[src/rtl/spf_pkg.sv]
// Shared types and constants of the servo packet framer.
`default_nettype none

package spf_pkg;

    // Operation codes of a command word.
    typedef enum logic [2:0] {
        OP_ENABLE  = 3'd0,
        OP_DISABLE = 3'd1,
        OP_READ    = 3'd2,
        OP_SET     = 3'd3,
        OP_RX_BYTE = 3'd4
    } spf_op_t;

    // Frame types handed from the front end to the serializer.
    typedef enum logic [1:0] {
        FRM_ENABLE  = 2'd0,
        FRM_DISABLE = 2'd1,
        FRM_READ    = 2'd2,
        FRM_SET     = 2'd3
    } spf_frame_t;

    // Configuration register indexes.
    typedef enum logic [1:0] {
        CFG_SERVO_ID  = 2'd0,
        CFG_POS_MIN   = 2'd1,
        CFG_POS_MAX   = 2'd2,
        CFG_VEL_LIMIT = 2'd3
    } spf_cfg_idx_t;

    typedef struct packed {
        logic [7:0]  servo_id;
        logic [15:0] pos_min;
        logic [15:0] pos_max;
        logic [15:0] vel_limit;
    } spf_cfg_t;

    // One unit of work for the serializer: a whole frame or one report.
    typedef struct packed {
        logic        is_report;
        spf_frame_t  frame;
        logic [15:0] pos;
        logic [15:0] vel;
    } spf_job_t;

    localparam logic [7:0]  SYNC_BYTE   = 8'hFF;
    localparam logic [7:0]  LEN_SHORT   = 8'h04;
    localparam logic [7:0]  LEN_SET     = 8'h09;
    localparam logic [7:0]  INST_READ   = 8'h02;
    localparam logic [7:0]  INST_WRITE  = 8'h03;
    localparam logic [7:0]  ADDR_TORQUE = 8'h28;
    localparam logic [7:0]  ADDR_POS    = 8'h38;
    localparam logic [7:0]  ADDR_GOAL   = 8'h2A;
    localparam logic [7:0]  TORQUE_ON   = 8'h01;
    localparam logic [7:0]  TORQUE_OFF  = 8'h00;
    localparam logic [7:0]  READ_LEN    = 8'h02;

    localparam logic [7:0]  RST_SERVO_ID  = 8'd1;
    localparam logic [15:0] RST_POS_MIN   = 16'd1000;
    localparam logic [15:0] RST_POS_MAX   = 16'd2100;
    localparam logic [15:0] RST_VEL_LIMIT = 16'd100;

    // Reply byte positions.
    localparam logic [2:0]  RX_SYNC1  = 3'd1;
    localparam logic [2:0]  RX_ID     = 3'd2;
    localparam logic [2:0]  RX_POS_LO = 3'd5;
    localparam logic [2:0]  RX_POS_HI = 3'd6;
    localparam logic [2:0]  RX_LAST   = 3'd7;

    // Index of the checksum byte in short and long frames.
    localparam logic [3:0]  LAST_SHORT = 4'd7;
    localparam logic [3:0]  LAST_SET   = 4'd12;

endpackage

`default_nettype wire

[src/rtl/spf_cmd_if.sv]
// Command channel: valid/ready handshake with the command word payload.
`default_nettype none

interface spf_cmd_if;
    logic        valid;
    logic        ready;
    logic [2:0]  operation;
    logic [15:0] goal_position;
    logic [15:0] target_velocity;
    logic [7:0]  rx_byte;

    modport source (output valid, output operation, output goal_position,
                    output target_velocity, output rx_byte, input ready);
    modport sink   (input valid, input operation, input goal_position,
                    input target_velocity, input rx_byte, output ready);
endinterface

`default_nettype wire

[src/rtl/spf_res_if.sv]
// Result channel: valid/ready handshake with the result word payload.
`default_nettype none

interface spf_res_if;
    logic        valid;
    logic        ready;
    logic        kind;
    logic [7:0]  tx_byte;
    logic        last;
    logic [15:0] reported_pos;

    modport source (output valid, output kind, output tx_byte, output last,
                    output reported_pos, input ready);
    modport sink   (input valid, input kind, input tx_byte, input last,
                    input reported_pos, output ready);
endinterface

`default_nettype wire

[src/rtl/spf_front.sv]
// Front end: accepts command words, clamps set-point values and runs the reply parser.
`default_nettype none

module spf_front (
    input  wire logic             clk,
    input  wire logic             rst_n,
    spf_cmd_if.sink               cmd,
    input  spf_pkg::spf_cfg_t     cfg,
    input  wire logic             full,
    output logic                  push,
    output spf_pkg::spf_job_t     push_job
);
    import spf_pkg::*;

    logic       accept;
    spf_op_t    op;
    logic [15:0] pos_clamped;
    logic [15:0] vel_clamped;
    logic [15:0] reply_pos;

    logic [2:0] rx_count_reg, rx_count_next;
    logic       rx_idle_reg, rx_idle_next;
    logic       rx_good_reg, rx_good_next;
    logic [7:0] rx_lo_reg, rx_lo_next;
    logic [7:0] rx_hi_reg, rx_hi_next;

    assign cmd.ready = !full;
    assign accept    = cmd.valid && !full;
    assign op        = spf_op_t'(cmd.operation);
    assign reply_pos = {rx_hi_reg, rx_lo_reg};

    always_comb
    begin
        if (cmd.goal_position < cfg.pos_min)
            pos_clamped = cfg.pos_min;
        else if (cmd.goal_position > cfg.pos_max)
            pos_clamped = cfg.pos_max;
        else
            pos_clamped = cmd.goal_position;
        vel_clamped = (cmd.target_velocity > cfg.vel_limit) ? cfg.vel_limit
                                                            : cmd.target_velocity;
    end

    always_comb
    begin
        push          = 1'b0;
        push_job      = '0;
        rx_count_next = rx_count_reg;
        rx_idle_next  = rx_idle_reg;
        rx_good_next  = rx_good_reg;
        rx_lo_next    = rx_lo_reg;
        rx_hi_next    = rx_hi_reg;
        if (accept)
        begin
            unique case (op)
                OP_ENABLE:
                begin
                    push           = 1'b1;
                    push_job.frame = FRM_ENABLE;
                end
                OP_DISABLE:
                begin
                    push           = 1'b1;
                    push_job.frame = FRM_DISABLE;
                end
                OP_READ:
                begin
                    push           = 1'b1;
                    push_job.frame = FRM_READ;
                    rx_idle_next   = 1'b0;
                    rx_count_next  = '0;
                    rx_good_next   = 1'b1;
                    rx_lo_next     = '0;
                    rx_hi_next     = '0;
                end
                OP_SET:
                begin
                    push           = 1'b1;
                    push_job.frame = FRM_SET;
                    push_job.pos   = pos_clamped;
                    push_job.vel   = vel_clamped;
                end
                OP_RX_BYTE:
                begin
                    if (!rx_idle_reg)
                    begin
                        if (rx_count_reg <= RX_SYNC1 && cmd.rx_byte != SYNC_BYTE)
                            rx_good_next = 1'b0;
                        if (rx_count_reg == RX_ID && cmd.rx_byte != cfg.servo_id)
                            rx_good_next = 1'b0;
                        if (rx_count_reg == RX_POS_LO)
                            rx_lo_next = cmd.rx_byte;
                        if (rx_count_reg == RX_POS_HI)
                            rx_hi_next = cmd.rx_byte;
                        if (rx_count_reg == RX_LAST)
                        begin
                            // Header flags and both position bytes are already stored.
                            push               = 1'b1;
                            push_job.is_report = 1'b1;
                            if (rx_good_reg && reply_pos >= cfg.pos_min
                                && reply_pos <= cfg.pos_max)
                                push_job.pos = reply_pos;
                            rx_count_next = '0;
                            rx_idle_next  = 1'b1;
                            rx_good_next  = 1'b1;
                        end
                        else
                        begin
                            rx_count_next = rx_count_reg + 3'd1;
                        end
                    end
                end
                default:
                begin
                    push = 1'b0;
                end
            endcase
        end
    end

    always_ff @(posedge clk or negedge rst_n)
    begin
        if (!rst_n)
        begin
            rx_count_reg <= '0;
            rx_idle_reg  <= 1'b1;
            rx_good_reg  <= 1'b1;
            rx_lo_reg    <= '0;
            rx_hi_reg    <= '0;
        end
        else
        begin
            rx_count_reg <= rx_count_next;
            rx_idle_reg  <= rx_idle_next;
            rx_good_reg  <= rx_good_next;
            rx_lo_reg    <= rx_lo_next;
            rx_hi_reg    <= rx_hi_next;
        end
    end

endmodule

`default_nettype wire

[src/rtl/spf_queue.sv]
// Small job queue between the front end and the serializer.
`default_nettype none

module spf_queue #(
    parameter int DEPTH = 4
) (
    input  wire logic             clk,
    input  wire logic             rst_n,
    input  wire logic             push,
    input  spf_pkg::spf_job_t     push_job,
    output logic                  full,
    input  wire logic             pop,
    output spf_pkg::spf_job_t     head,
    output logic                  empty
);
    import spf_pkg::*;

    localparam int PTR_W = (DEPTH > 1) ? $clog2(DEPTH) : 1;
    localparam int CNT_W = $clog2(DEPTH + 1);
    localparam logic [PTR_W-1:0] PTR_LAST = PTR_W'(DEPTH - 1);
    localparam logic [CNT_W-1:0] CNT_FULL = CNT_W'(DEPTH);

    spf_job_t         mem [DEPTH];
    logic [PTR_W-1:0] wr_ptr_reg, rd_ptr_reg;
    logic [CNT_W-1:0] count_reg;
    logic             do_push, do_pop;

    assign full    = (count_reg == CNT_FULL);
    assign empty   = (count_reg == '0);
    assign do_push = push && !full;
    assign do_pop  = pop && !empty;
    assign head    = mem[rd_ptr_reg];

    always_ff @(posedge clk)
    begin
        if (do_push)
            mem[wr_ptr_reg] <= push_job;
    end

    always_ff @(posedge clk or negedge rst_n)
    begin
        if (!rst_n)
        begin
            wr_ptr_reg <= '0;
            rd_ptr_reg <= '0;
            count_reg  <= '0;
        end
        else
        begin
            if (do_push)
                wr_ptr_reg <= (wr_ptr_reg == PTR_LAST) ? '0 : wr_ptr_reg + PTR_W'(1);
            if (do_pop)
                rd_ptr_reg <= (rd_ptr_reg == PTR_LAST) ? '0 : rd_ptr_reg + PTR_W'(1);
            if (do_push && !do_pop)
                count_reg <= count_reg + CNT_W'(1);
            else if (do_pop && !do_push)
                count_reg <= count_reg - CNT_W'(1);
        end
    end

endmodule

`default_nettype wire

[src/rtl/spf_back.sv]
// Serializer: turns queued jobs into frame bytes with checksum, or position reports.
`default_nettype none

module spf_back (
    input  wire logic             clk,
    input  wire logic             rst_n,
    input  wire logic [7:0]       servo_id,
    input  wire logic             empty,
    input  spf_pkg::spf_job_t     head,
    output logic                  pop,
    spf_res_if.source             res
);
    import spf_pkg::*;

    logic        busy_reg, busy_next;
    logic [3:0]  idx_reg, idx_next;
    spf_job_t    job_reg, job_next;
    logic [7:0]  sum_reg, sum_next;

    logic        valid_reg;
    logic        kind_reg;
    logic [7:0]  byte_reg;
    logic        last_reg;
    logic [15:0] rpos_reg;

    logic        out_free, emit, is_last;
    spf_job_t    cur;
    logic [3:0]  cur_idx;
    logic [7:0]  cur_byte;
    logic [7:0]  chk;

    assign out_free = !valid_reg || res.ready;
    assign emit     = out_free && (busy_reg || !empty);
    assign pop      = emit && !busy_reg;
    assign cur      = busy_reg ? job_reg : head;
    assign cur_idx  = busy_reg ? idx_reg : 4'd0;
    assign chk      = ~sum_reg;
    assign is_last  = (cur_idx == ((cur.frame == FRM_SET) ? LAST_SET : LAST_SHORT));

    always_comb
    begin
        unique case (cur_idx)
            4'd0, 4'd1: cur_byte = SYNC_BYTE;
            4'd2:       cur_byte = servo_id;
            4'd3:       cur_byte = (cur.frame == FRM_SET) ? LEN_SET : LEN_SHORT;
            4'd4:       cur_byte = (cur.frame == FRM_READ) ? INST_READ : INST_WRITE;
            4'd5:
            begin
                unique case (cur.frame)
                    FRM_READ: cur_byte = ADDR_POS;
                    FRM_SET:  cur_byte = ADDR_GOAL;
                    default:  cur_byte = ADDR_TORQUE;
                endcase
            end
            4'd6:
            begin
                unique case (cur.frame)
                    FRM_ENABLE:  cur_byte = TORQUE_ON;
                    FRM_DISABLE: cur_byte = TORQUE_OFF;
                    FRM_READ:    cur_byte = READ_LEN;
                    default:     cur_byte = cur.pos[7:0];
                endcase
            end
            4'd7:       cur_byte = (cur.frame == FRM_SET) ? cur.pos[15:8] : chk;
            4'd10:      cur_byte = cur.vel[7:0];
            4'd11:      cur_byte = cur.vel[15:8];
            4'd12:      cur_byte = chk;
            default:    cur_byte = 8'h00;
        endcase
    end

    always_comb
    begin
        busy_next = busy_reg;
        idx_next  = idx_reg;
        job_next  = job_reg;
        sum_next  = sum_reg;
        if (emit && !cur.is_report)
        begin
            // The checksum covers every byte from the servo id onward.
            sum_next = (cur_idx < 4'd2) ? 8'h00 : sum_reg + cur_byte;
            job_next = cur;
            if (is_last)
            begin
                busy_next = 1'b0;
                idx_next  = '0;
            end
            else
            begin
                busy_next = 1'b1;
                idx_next  = cur_idx + 4'd1;
            end
        end
    end

    always_ff @(posedge clk or negedge rst_n)
    begin
        if (!rst_n)
        begin
            busy_reg  <= 1'b0;
            idx_reg   <= '0;
            valid_reg <= 1'b0;
        end
        else
        begin
            busy_reg <= busy_next;
            idx_reg  <= idx_next;
            if (emit)
                valid_reg <= 1'b1;
            else if (res.ready)
                valid_reg <= 1'b0;
        end
    end

    always_ff @(posedge clk)
    begin
        job_reg <= job_next;
        sum_reg <= sum_next;
        if (emit)
        begin
            kind_reg <= cur.is_report;
            byte_reg <= cur.is_report ? 8'h00 : cur_byte;
            last_reg <= cur.is_report || is_last;
            rpos_reg <= cur.is_report ? cur.pos : 16'h0000;
        end
    end

    assign res.valid        = valid_reg;
    assign res.kind         = kind_reg;
    assign res.tx_byte      = byte_reg;
    assign res.last         = last_reg;
    assign res.reported_pos = rpos_reg;

endmodule

`default_nettype wire

[src/rtl/servo_packet_framer.sv]
// Top level of the servo packet framer: configuration registers, front end, queue and serializer.
//
// The block builds instruction frames for a serial bus servo and parses its position replies.
// Command words arrive on the cmd channel (valid/ready). Enable torque, disable torque and read
// position each produce an 8-byte frame; set position produces a 13-byte frame with the
// position and velocity clamped to the configured limits. Every frame starts FF FF id and ends
// with the inverted low byte of the sum of all bytes after the two sync bytes. A read request
// arms the reply parser; the next eight received-byte words are checked and then yield one
// position report word (0 when the header is bad or the position is outside the limits).
// Result words leave on the res channel, one per cycle while the receiver is ready.
// The first result word of an item passes through the job queue and the registered output stage.
// The serializer emits one word per cycle while the receiver is ready, so a frame occupies it for
// one word per byte and a report for a single word; the front end keeps accepting commands
// until the job queue (QUEUE_DEPTH entries) is full.
// When the receiver stalls, the output word is held and the queue absorbs new commands;
// cmd.ready drops only once the queue is full. Reset loads the default configuration (id 1,
// position 1000..2100, speed 100), disarms the parser and empties the queue. Configuration
// must be written by the user only while the block is idle; the block does not enforce it.
`default_nettype none

module servo_packet_framer #(
    parameter int QUEUE_DEPTH = 4
) (
    input  wire logic        clk,
    input  wire logic        rst_n,
    input  wire logic        cfg_we,
    input  wire logic [1:0]  cfg_index,
    input  wire logic [15:0] cfg_data,
    spf_cmd_if.sink          cmd,
    spf_res_if.source        res
);
    import spf_pkg::*;

    spf_cfg_t cfg_reg;
    logic     q_push, q_full, q_pop, q_empty;
    spf_job_t q_in_job, q_head;

    // Configuration registers; indexes follow the register list.
    always_ff @(posedge clk or negedge rst_n)
    begin
        if (!rst_n)
        begin
            cfg_reg.servo_id  <= RST_SERVO_ID;
            cfg_reg.pos_min   <= RST_POS_MIN;
            cfg_reg.pos_max   <= RST_POS_MAX;
            cfg_reg.vel_limit <= RST_VEL_LIMIT;
        end
        else if (cfg_we)
        begin
            unique case (spf_cfg_idx_t'(cfg_index))
                CFG_SERVO_ID:  cfg_reg.servo_id  <= cfg_data[7:0];
                CFG_POS_MIN:   cfg_reg.pos_min   <= cfg_data;
                CFG_POS_MAX:   cfg_reg.pos_max   <= cfg_data;
                CFG_VEL_LIMIT: cfg_reg.vel_limit <= cfg_data;
                default:       cfg_reg.servo_id  <= cfg_reg.servo_id;
            endcase
        end
    end

    // The front end classifies each command and turns it into one job, or none at all.
    spf_front u_front (
        .clk      (clk),
        .rst_n    (rst_n),
        .cmd      (cmd),
        .cfg      (cfg_reg),
        .full     (q_full),
        .push     (q_push),
        .push_job (q_in_job)
    );

    // The queue lets the front end run ahead while a long frame is being sent.
    spf_queue #(
        .DEPTH (QUEUE_DEPTH)
    ) u_queue (
        .clk      (clk),
        .rst_n    (rst_n),
        .push     (q_push),
        .push_job (q_in_job),
        .full     (q_full),
        .pop      (q_pop),
        .head     (q_head),
        .empty    (q_empty)
    );

    // The serializer sends each job byte by byte through a registered output stage.
    spf_back u_back (
        .clk      (clk),
        .rst_n    (rst_n),
        .servo_id (cfg_reg.servo_id),
        .empty    (q_empty),
        .head     (q_head),
        .pop      (q_pop),
        .res      (res)
    );

endmodule

`default_nettype wire

[src/flat_wrapper.sv]
// flat-port wrapper written by rule: the top's interface ports become plain ports
module servo_packet_framer_flat import spf_pkg::*;
#(
    parameter int QUEUE_DEPTH = 4
)
  (clk, rst_n, cfg_we, cfg_index, cfg_data, cmd_valid, cmd_operation, cmd_goal_position, cmd_target_velocity, cmd_rx_byte, cmd_ready, res_valid, res_kind, res_tx_byte, res_last, res_reported_pos, res_ready);
  spf_cmd_if cmd_i ();
  spf_res_if res_i ();
  input  wire logic clk;
  input  wire logic rst_n;
  input  wire logic cfg_we;
  input  wire logic [1:0] cfg_index;
  input  wire logic [15:0] cfg_data;
  input wire logic [$bits(cmd_i.valid)-1:0] cmd_valid;
  input wire logic [$bits(cmd_i.operation)-1:0] cmd_operation;
  input wire logic [$bits(cmd_i.goal_position)-1:0] cmd_goal_position;
  input wire logic [$bits(cmd_i.target_velocity)-1:0] cmd_target_velocity;
  input wire logic [$bits(cmd_i.rx_byte)-1:0] cmd_rx_byte;
  output wire logic [$bits(cmd_i.ready)-1:0] cmd_ready;
  output wire logic [$bits(res_i.valid)-1:0] res_valid;
  output wire logic [$bits(res_i.kind)-1:0] res_kind;
  output wire logic [$bits(res_i.tx_byte)-1:0] res_tx_byte;
  output wire logic [$bits(res_i.last)-1:0] res_last;
  output wire logic [$bits(res_i.reported_pos)-1:0] res_reported_pos;
  input wire logic [$bits(res_i.ready)-1:0] res_ready;
  assign cmd_i.valid = cmd_valid;
  assign cmd_i.operation = cmd_operation;
  assign cmd_i.goal_position = cmd_goal_position;
  assign cmd_i.target_velocity = cmd_target_velocity;
  assign cmd_i.rx_byte = cmd_rx_byte;
  assign cmd_ready = cmd_i.ready;
  assign res_valid = res_i.valid;
  assign res_kind = res_i.kind;
  assign res_tx_byte = res_i.tx_byte;
  assign res_last = res_i.last;
  assign res_reported_pos = res_i.reported_pos;
  assign res_i.ready = res_ready;
  servo_packet_framer #(.QUEUE_DEPTH(QUEUE_DEPTH)) u_core (.clk(clk), .rst_n(rst_n), .cfg_we(cfg_we), .cfg_index(cfg_index), .cfg_data(cfg_data), .cmd(cmd_i), .res(res_i));
endmodule
[config.mk]
export PLATFORM = sky130hd
export DESIGN_NAME = servo_packet_framer_flat
export DESIGN_NICKNAME = d
export VERILOG_FILES = /design/src/rtl/spf_pkg.sv /design/src/rtl/spf_cmd_if.sv /design/src/rtl/spf_res_if.sv /design/src/rtl/spf_front.sv /design/src/rtl/spf_queue.sv /design/src/rtl/spf_back.sv /design/src/rtl/servo_packet_framer.sv /design/src/flat_wrapper.sv
export SDC_FILE = /design/constraint.sdc
export NUM_CORES = 1
export LEC_CHECK = 0
export ABC_AREA = 0
export BUFFER_PORTS_ARGS = -buffer_cell sky130_fd_sc_hd__buf_4
export CAP_MARGIN = 40
export CORE_AREA = 2 2 162 164
export DETAILED_ROUTE_END_ITERATION = 6
export DIE_AREA = 0 0 164 166
export GPL_ROUTABILITY_DRIVEN = 0
export GPL_TIMING_DRIVEN = 1
export PLACE_DENSITY = 0.89
export SLEW_MARGIN = 10
export SYNTH_ARGS = -nofsm -noshare
export SYNTH_HDL_FRONTEND = slang
export SYNTH_HIERARCHICAL = 1
export SYNTH_SLANG_ARGS = --single-unit
[constraint.sdc]
create_clock -name clk -period 9.85 [get_ports clk]
set_input_delay 2.955 -clock clk [delete_from_list [all_inputs] [get_ports clk]]
set_output_delay 2.955 -clock clk [all_outputs]
set_load 0.02 [all_outputs]
# == Word level (Yosys, flattened, before mapping) ==
# Memories as Yosys holds them, arrays and structs flattened.
# Cells that the tools add are included.
# totals
output_inout_bits,28
word_cells,165
mem_bits_rw,140
register_bits,159
n_memories,1
input_bits,66
# op_classes
n_bitwise,1
eq_ne,34
reduce_logical,41
add_sub_neg,7
n_mux,50
n_lt_le_gt_ge,7
# memory_table
memory,words,width,read_ports,rd_clocked_by_memory_dff,write_ports,line_no,text
u_core.u_queue.mem,4,35,1,0,1,spf_queue.sv:23,spf_job_t mem [DEPTH];
# ops
operator,count
$mux W16,7
$pmux W8 S10,1
$mux W35,2
$mux W8,5
$gt A16 B16 Y1,2
$pmux W16 S2,1
$pmux W8 S2,2
$pmux W8 S3,1
$eq A4 B3 Y1 const B,4
$ge A16 B16 Y1,1
$le A16 B16 Y1,1
$lt A16 B16 Y1,1
$mux W4,4
$eq A3 B3 Y1 const B,5
$mux W1,15
$eq A2 B2 Y1 const B,6
$eq A4 B4 Y1 const B,3
$logic_and A1 B1 Y1,12
$mux W3,4
$reduce_and A4 Y1,3
$pmux W5 S2,1
$reduce_and A2 Y1,5
$eq A3 B2 Y1 const B,3
$add A8 B8 Y8,1
29 further kinds,50

# == Logic depth before layout (Yosys ltp) ==
# Gate-level depths: netlist (run 1).
# depth
ltp_word,10
ltp_mapped,19

# == Modules after synthesis ==
# The synthesis (run 1) kept the hierarchy.
# modules_own_cells
module,cells_each,instances,area_per_inst_um2
spf_queue,220,1,5555.3
spf_back,313,1,3912.5
spf_front,459,1,3684.8
servo_packet_framer,119,1,2127.0

# == Worst setup path before layout (run 1) ==
# OpenSTA, ideal clock, no wires.
# synth_timing
path_type,input to register
start,in res_ready
end,"reg u_core/u_back/job_reg[0] (netlist bit), enable pin"
setup_slack_ps,3764
path_buffers,0
arrival_ps,5686
cell_stages,4
cell_sequence,nand2b_1 nor2b_1 nand2_1 inv_1
# synth_between
elab_chain_cells,3
# synth_rtl
element,line_no,text
"start, declared",flat_wrapper.sv:25,input wire logic [$bits(res_i.ready)-1:0] res_ready;
$logic_or A1 B1 Y1,spf_back.sv:32,assign out_free = !valid_reg || res.ready;
$logic_and A1 B1 Y1,spf_back.sv:33,assign emit = out_free && (busy_reg || !empty);
net u_core.u_back.emit,spf_back.sv:26,"logic out_free, emit, is_last;"
$logic_and A1 B1 Y1,spf_back.sv:78,if (emit && !cur.is_report)
"end signal, assigned",spf_back.sv:117,job_reg <= job_next;
"end, declared",spf_back.sv:17,"spf_job_t job_reg, job_next;"
# The timed path passes the listed nets, and every way through them passes these cells.
# A chain may end at the register's enable or synchronous reset.

==> impl_results.md, run 1 <==
* Status: complete, no violations
* Comb pwr share at between 10% and 20%
* Fmax at 186 MHz
* Flop pwr share at a little under half
* Mean Syn Cell Area at ~14 sq um
* Chip Width at about 160 um
* Core area at about 26000 sq um
* Later-pin clock latency in the skew report at 570 ps
* CP cell instances: buf_4 -> ha_1 -> nand4_2 -> or4b_4 -> nor2_1 -> nor3_1 -> a21oi_1 -> o21ai_0
* DR vias/cell at about 6.6
* Slowest-stage cell, CP: nor2_1
* Worst Path Arrival at 5620 ps
* Post-route cell area at approximately 17000 sq um
* FFs w/ async S/R, synth at between 30% and 40%
* GRT Total Usage at 29.1%
* Layout area overhead at 13.4%
* Placed cell areas at about 16000 sq um
* Hold wc startpoint: u_core/cfg_reg[23]
* # rows at slightly below 60
* Synth Instances at 1111
* First-pass DRT Iterations at 5
* GR Overflow Total at 0
* Sw Share at 27.4%
* Fin. Hold Viols at 0
* Most used DFF post-synth: edfxtp_1
* CP required at roughly 10000 ps
* Reg2Reg Depth at 15
* Layout Skew at approximately 23 ps
* WS Path Type: in -> reg
* Ports at 94
* Cts hold-fix bufs at 0
* RSZ-0062 raised after global routing: no
* FF-to-FF Start: u_core/u_queue/rd_ptr_reg[0]
* Critical path launch point type: primary input
* Total Power at 3.37 mW
* Nets@finish at roughly 1400
* Final Max Tran Viols at 0
* Reg clk slew, reported paths at ~60 ps
* Antenna Diode Count at 0
* Clock buffer depth at 3
* Leading cell type in the layout, fill and taps excluded: edfxtp_1
* Area share of and/or/nand/nor cells after synthesis at under 10%
* Post-DRT Antenna Nets at 0
* Routed Wire Length at 38.7 mm
* CTS tree: built
* Multi-input logic area at 6190 sq um
* Clock share of power at between 30 and 40%
* Pwr/cell area at 194 nW/um^2
* Worst-path fanout max at 15
* CP startpoint: cmd_goal_position[14]
* Via count at 10300
* Max Cap Viol at 0
* Hold Crit Class: reg -> reg
* Post-route setup TNS at 0 ps
* Largest family of logic cells by synthesized area: multiplexers
* Hold endpoint: u_core/cfg_reg[23]
* # H-tree levels at 1
* P_int at ~2.4 mW
* Register area share after synthesis at 55.9%
* EDFF count, synth at 209
* Part of the cycle the worst path needs at 54.6%
* Worst Tran Pin Value at around 1000 ps
* Starting Density at 59.6%
* Die Y at 166 um
* Max reg flops at 140
* CTS Buf Count at 30
* Clock root cell: clkbuf_16
* Vias in the first global route at 10500
* Buffers added on ports at 93
* Fill count at 1655
* Worst r2r dst: u_core/u_back/sum_reg[6]
* DR DRC count at 0
* CTS resizes at 0
* Max VDD drop at 0.157 mV
* DP Wirelength at 25.9 mm
* Flops & latches, synth at about 300
* Post-Syn Area at 15300 sq um
* Worst path max stage delay at approximately 790 ps
* Endpoint class of the critical path: flop
* R2R Setup Slk at approximately 5200 ps
* Pin count of the biggest net entering global routing at just under 60
* Final core occ at roughly two thirds
* Tmin final at 5380 ps
* Post-CTS Setup Inserts at 0
* Clk sink count at roughly 300
* Flip-flop and latch area at 8550 sq um
* DR WL/cell at 24.5 um
* Die footprint at between 20000 and 30000 sq um
* Synth cell types at 86
* Initial DRC Count at between 1000 and 1500
* Net Count, Synth at 1276
* Adder-Cell Fraction of Synth Area at under 10%
* Net Switching at approximately 920 uW
* Commonest cells after routing, fill and taps aside: edfxtp_1 (209), buf_4 (108), ha_1 (97), mux2_2 (93), inv_1 (79)
* Initial antenna violation count at 0
* Synth warn at 6
* Lkg Pwr at 6.75 nW
* Synth Area in Compound Gates at around 8.3%
* Post-synthesis mux area share at ~15%
* Setup-failing EPs final at 0
* Ratio of cells with drive above 1 in the final layout at 26.5%
* XOR/XNOR Fraction of Synth Area at less than 1%
* Hold-critical path depth at 1
* Slew headroom at between 30% and 40%
* First-pass GRT wire length at approximately 60 mm
-- power by group through the flow --
stage / logic, mW / registers [mW] / clock network (mW)
after floorplan: 0.361 / 1.58 / 0
after global placement: 0.501 / 1.61 / 0
after detailed placement: 0.529 / 1.62 / 0
after CTS: 0.545 / 1.60 / 1.22
after global routing: 0.607 / 1.61 / 1.27
final: 0.560 / 1.61 / 1.20
-- layer usage --
metal	up-vias	GRT usage (%)	share of wire (%)
met2	739	47.1	48
met4	0	12.9	5.6
li1	4464	-	-
met5	-	0	0
met3	169	4.35	9.3
met1	4977	39.2	37
-- cells in the mapped netlist (13+ instances only) --
library cell | count | area, sq um
edfxtp_1 | 209 | 6280
ha_1 | 97 | 1210
mux2_2 | 93 | 1050
inv_1 | 79 | 297
dfrtp_1 | 74 | 1850
nor2_1 | 61 | 229
a21oi_1 | 49 | 245
o21ai_0 | 43 | 215
nand2_1 | 38 | 143
mux4_2 | 31 | 698
and2_1 | 30 | 188
mux2i_1 | 29 | 290
nor3_1 | 25 | 125
nand4_1 | 20 | 125
dfstp_2 | 16 | 420
a22oi_1 | 14 | 105
nor2b_1 | 14 | 87.6
nand3_1 | 13 | 65.1
-- cells by family after synthesis --
kind of cell / after synthesis
AO/OA/AOI/OAI: 185
XOR/XNOR: 13
adder cells (fa/ha/maj): 99
buffers and inverters: 112
flip-flops: 299
multiplexers: 163
AND/OR/NAND/NOR: 240
-- metrics by stage --
| step | hold WS [ps] | instances | setup WS (ps) |
|---|---|---|---|
| 6_report | 513 | 1579 | 4470 |
| 5_1_grt | 525 | 1579 | 4490 |
| 4_1_cts | 512 | 1578 | 4660 |
| 3_5_place_dp | 470 | 1522 | 4180 |
| 3_3_place_gp | 465 | 1520 | 4270 |
| 2_1_floorplan | 458 | 1111 | 3760 |
-- worst max-delay path: cells and delay by family --
kind | cells | cell delay, ps
AO/OA/AOI/OAI | 2 | 520
adder cells (fa/ha/maj) | 1 | 330
buffers and inverters | 1 | 130
AND/OR/NAND/NOR | 4 | 1680
-- worst max path at each step --
stage / end / slack, ps / cells after the start
4_1_cts: u_core/u_queue/mem[2][22] / 4660 / 8
3_5_place_dp: u_core/u_queue/mem[0][25] / 4180 / 8
3_3_place_gp: u_core/u_queue/mem[0][28] / 4270 / 8
6_report: u_core/u_queue/mem[1][27] / 4470 / 8
2_1_floorplan: u_core/u_back/job_reg[0] / 3760 / 4
5_1_grt: u_core/u_queue/mem[1][27] / 4490 / 8
-- cell type report --
type | instances | area share [%]
tap | 335 | 2.42
inverter | 79 | 1.71
sequential | 299 | 49.3
timing repair buffer | 110 | 4.77
clock inverter | 13 | 1.05
clock buffer | 43 | 4.99
multi-input combinational | 700 | 35.7
(Power assumes the default switching activity.)
==> run 2: changes to the inputs <==
Settings changed: ABC_AREA 0 to 1, CORE_AREA 2 2 162 164 to 2 2 176 178, DIE_AREA 0 0 164 166 to 0 0 178 180, PLACE_DENSITY 0.89 to 0.86.
Clock period 9.85 ns to 4.45 ns, I/O delays scaled along.
==> run 2 against run 1 <==
The run now ends with design-rule violations left. Sequential power rose by 120%. Die area up 18%. Synthesized area up 9.3%. Synthesized cell count up 64%. Final area rose by 7.3%. Critical path type is now reg -> reg. Largest cell class unchanged.
==> impl_results.md, run 2 <==
* Status: finished with violations (was complete, no violations)
* Failing checks: design-rule violations
* Die Y at 180 um (was 166 um)
* DR vias/cell at 5.77 (was 6.55)
* Layout Skew at 25.8 ps (was 22.6 ps)
* # rows at 64 (was 59)
* Final Max Tran Viols at 0 (unchanged)
* Starting Density at 55.3% (was 59.6%)
* Die footprint at 32000 sq um (was 27200 sq um)
* Lkg Pwr at 8.34 nW (was 6.75 nW)
* Setup-failing EPs final at 0 (unchanged)
* R2R Setup Slk at 630 ps (was 5240 ps)
* Clock root cell: clkbuf_16 (unchanged)
* Clock buffer depth at 3 (unchanged)
* DP Wirelength at 29.4 mm (was 25.9 mm)
* CTS tree: built (unchanged)
* Worst Path Arrival at 4250 ps (was 5620 ps)
* Hold wc startpoint: u_core/cfg_reg[38] (was u_core/cfg_reg[23])
* Post-DRT Antenna Nets at 0 (unchanged)
* Tmin final at between 3000 and 4000 ps
* Synth top area share at 37.6% (was 41.1%)
* Register area share after synthesis at 51.2% (was 55.9%)
* Max reg flops at 140 (unchanged)
* Hold endpoint: u_core/cfg_reg[38] (was u_core/cfg_reg[23])
* Ranking of synthesized cells by area: edfxtp_1 (38%), nand2_1 (11%), dfrtp_1 (11%) (was edfxtp_1 (41%), dfrtp_1 (12%), ha_1 (7.9%))
* Synth warn at 6 (unchanged)
* FF-to-FF Start: u_core/u_queue/rd_ptr_reg[0] (unchanged)
* CP required at 4880 ps (was 10080 ps)
* Routed Wire Length at 41.5 mm (was 38.7 mm)
* Max VDD drop at 0.310 mV (was 0.157 mV)
* Slew headroom at 50.6% (was 33.2%)
* Hold Crit Class: reg -> reg (unchanged)
* First-pass DRT Iterations at 7 (was 5)
* Total Power at 7.41 mW (was 3.37 mW)
* # H-tree levels at 1 (unchanged)
* FFs w/ async S/R, synth at 30.1% (unchanged)
* EDFF count, synth at 209 (unchanged)
* Via count at 13400 (was 10300)
* Synth Instances at 1818 (was 1111)
* Antenna Diode Count at 0 (unchanged)
* Vias in the first global route at 12800 (was 10500)
* Core area at 30200 sq um (was 25600 sq um)
* Hold-critical path depth at 2 (was 1)
* Layout area overhead at 11.3% (was 13.4%)
* CTS Buf Count at 31 (was 30)
* Later-pin clock latency in the skew report at 570 ps (about the same)
* Mean Syn Cell Area at 9.19 sq um (was 13.8 sq um)
* Net Count, Synth at 1983 (was 1276)
* WS Path Type: reg -> reg (was in -> reg)
* Ratio of cells with drive above 1 in the final layout at 13.3% (was 26.5%)
* Flops & latches, synth at 299 (unchanged)
* Most frequent cell after synthesis: nand2_1 (was edfxtp_1)
* Commonest cells after routing, fill and taps aside: nand2_1 (502), inv_1 (258), edfxtp_1 (209), buf_4 (112), nand3_1 (105) (was edfxtp_1 (209), buf_4 (108), ha_1 (97), mux2_2 (93), inv_1 (79))
* Post-CTS Setup Inserts at 0 (unchanged)
* Leading cell type in the layout, fill and taps excluded: nand2_1 (was edfxtp_1)
* Cts hold-fix bufs at 0 (unchanged)
* Critical path launch point type: flop (was primary input)
* Area leader, netlist: edfxtp_1 (unchanged)
* Reg2Reg Depth at 21 (was 15)
* DR DRC count at 10 (was 0)
* Pwr/cell area at 398 nW/um^2 (was 194 nW/um^2)
* Worst-path fanout max at 61 (was 15)
* DR WL/cell at 17.9 um (was 24.5 um)
* Worst r2r dst: u_core/u_back/sum_reg[6] (unchanged)
* Slowest-stage cell, CP: dfrtp_4 (was nor2_1)
* GR Overflow Total at 0 (unchanged)
* Worst path max stage delay at 560 ps (was 790 ps)
* Max Cap Viol at 0 (unchanged)
* Synth cell types at 52 (was 86)
* RSZ-0062 raised after global routing: no (unchanged)
* Post-route setup TNS at 0 ps (unchanged)
* Chip Width at 178 um (was 164 um)
* Initial antenna violation count at 1 (was 0)
* Clk sink count at 299 (unchanged)
* GRT Total Usage at 25.9% (was 29.1%)
* WHS at 464 ps (was 513 ps)
* Post-Syn Area at 16700 sq um (was 15300 sq um)
* Buffers added on ports at 93 (unchanged)
* Most used DFF post-synth: edfxtp_1 (unchanged)
* Commonest cells post-synth: nand2_1 (502), inv_1 (258), edfxtp_1 (209) (was edfxtp_1 (209), ha_1 (97), mux2_2 (93))
* CTS resizes at 0 (unchanged)
* Initial DRC Count at 1345 (was 1107)
* Worst Tran Pin Value at 735 ps (was 998 ps)
* Fmax at roughly 260 MHz
* Part of the cycle the worst path needs at between 80% and 90%
* First-pass GRT wire length at 66.0 mm (was 60.2 mm)
* Reg clk slew, reported paths at 70 ps (was 60 ps)
* Fin. Hold Viols at 0 (unchanged)
* CP cell instances: buf_4 -> nand2_1 -> o211ai_1 -> nand2_1 -> nand2_1 -> nand2_1 -> a221oi_1 -> nand3b_1 -> ha_1 -> inv_1 -> fa_1 -> inv_1 -> nand3_1 -> nand2_1 -> nand2_1 -> inv_1 -> nor2_1 -> nor2_1 -> nor2_1 -> o21ai_0 -> a21oi_1 (was buf_4 -> ha_1 -> nand4_2 -> or4b_4 -> nor2_1 -> nor3_1 -> a21oi_1 -> o21ai_0)
* Most common cell on crit path: nand2_1
* Ports at 94 (unchanged)
* Pin count of the biggest net entering global routing at 62 (was 59)
* Nets@finish at 2059 (was 1385)
* Endpoint class of the critical path: flop (unchanged)
## run 2: changes by cell type after synthesis, sizes merged, moves of 35 or more
cell	before	now
nand4	21	58
buf	23	60
o211ai	6	74
mux4	35	0
inv	79	264
nand2	39	514
mux2	98	14
a21oi	49	92
nor2	61	106
nand3	14	113
## run 2: metrics by stage
stage,std cells,utilization [%],cell area (sq um),setup WS [ps]
floorplan,1818,-,16700,371
global placement,2257,58.1,17600,887
detailed placement,2257,58.1,17600,767
CTS,2315,61.6,18600,723
global route,2315,61.6,18600,372
finish,2315,61.6,18600,626
## run 2: logic make-up (layout without fill, tap and decap cells)
family          Yosys count  after routing  synth area share (%)
compound gates          246            246                  8.84
xor+xnor                  5              5                 0.262
fa+ha+maj                99             99                  7.51
buf+inv                 335            436                  9.04
flops                   299            299                  51.2
mux                      14             14                  1.26
simple gates            820            820                  21.9
## run 2: worst max-delay path by stage
stage | cells past startpoint | end | startpoint
floorplan | 7 | u_core/u_queue/mem[0][0] | cmd_operation[0]
global placement | 15 | u_core/u_queue/count_reg[2] | cmd_operation[0]
detailed placement | 24 | u_core/u_back/sum_reg[6] | u_core/u_queue/rd_ptr_reg[0]
CTS | 24 | u_core/u_back/sum_reg[6] | u_core/u_queue/rd_ptr_reg[0]
global route | 23 | u_core/u_back/sum_reg[6] | u_core/u_queue/rd_ptr_reg[0]
finish | 21 | u_core/u_back/sum_reg[6] | u_core/u_queue/rd_ptr_reg[0]
## run 2: where the power goes
part / total [mW] / internal (mW) / leakage [nW] / switching [mW]
sequential: 3.49 / 3.29 / 2.83 / 0.199
combinational: 1.31 / 0.450 / 5.00 / 0.864
clock: 2.61 / 1.51 / 0.510 / 1.09
total: 7.41 / 5.25 / 8.34 / 2.16
## run 2: worst max-delay path: cells and delay by family (launching register included)
| family | cells | cell delay, ps |
|---|---|---|
| simple gates | 11 | 1080 |
| compound gates | 4 | 840 |
| buf+inv | 4 | 720 |
| flops | 1 | 560 |
| fa+ha+maj | 2 | 440 |
## run 2: layer usage
layer  GRT usage, %  up-vias  wire [um]
met1           34.0     6266      16400
li1               -     6248          -
met4           12.9        2       2350
met3           3.43      159       3090
met2           42.3      685      19700
met5              0        -          8
## run 2: cell type report
| cell class | instances | area, sq um |
|---|---|---|
| clock buffer | 40 | 881 |
| clock inverter | 18 | 156 |
| inverter | 266 | 1010 |
| fill | 2341 | 11600 |
| tap | 396 | 495 |
| timing repair buffer | 112 | 841 |
| sequential | 299 | 8550 |
| multi-input combinational | 1184 | 6650 |
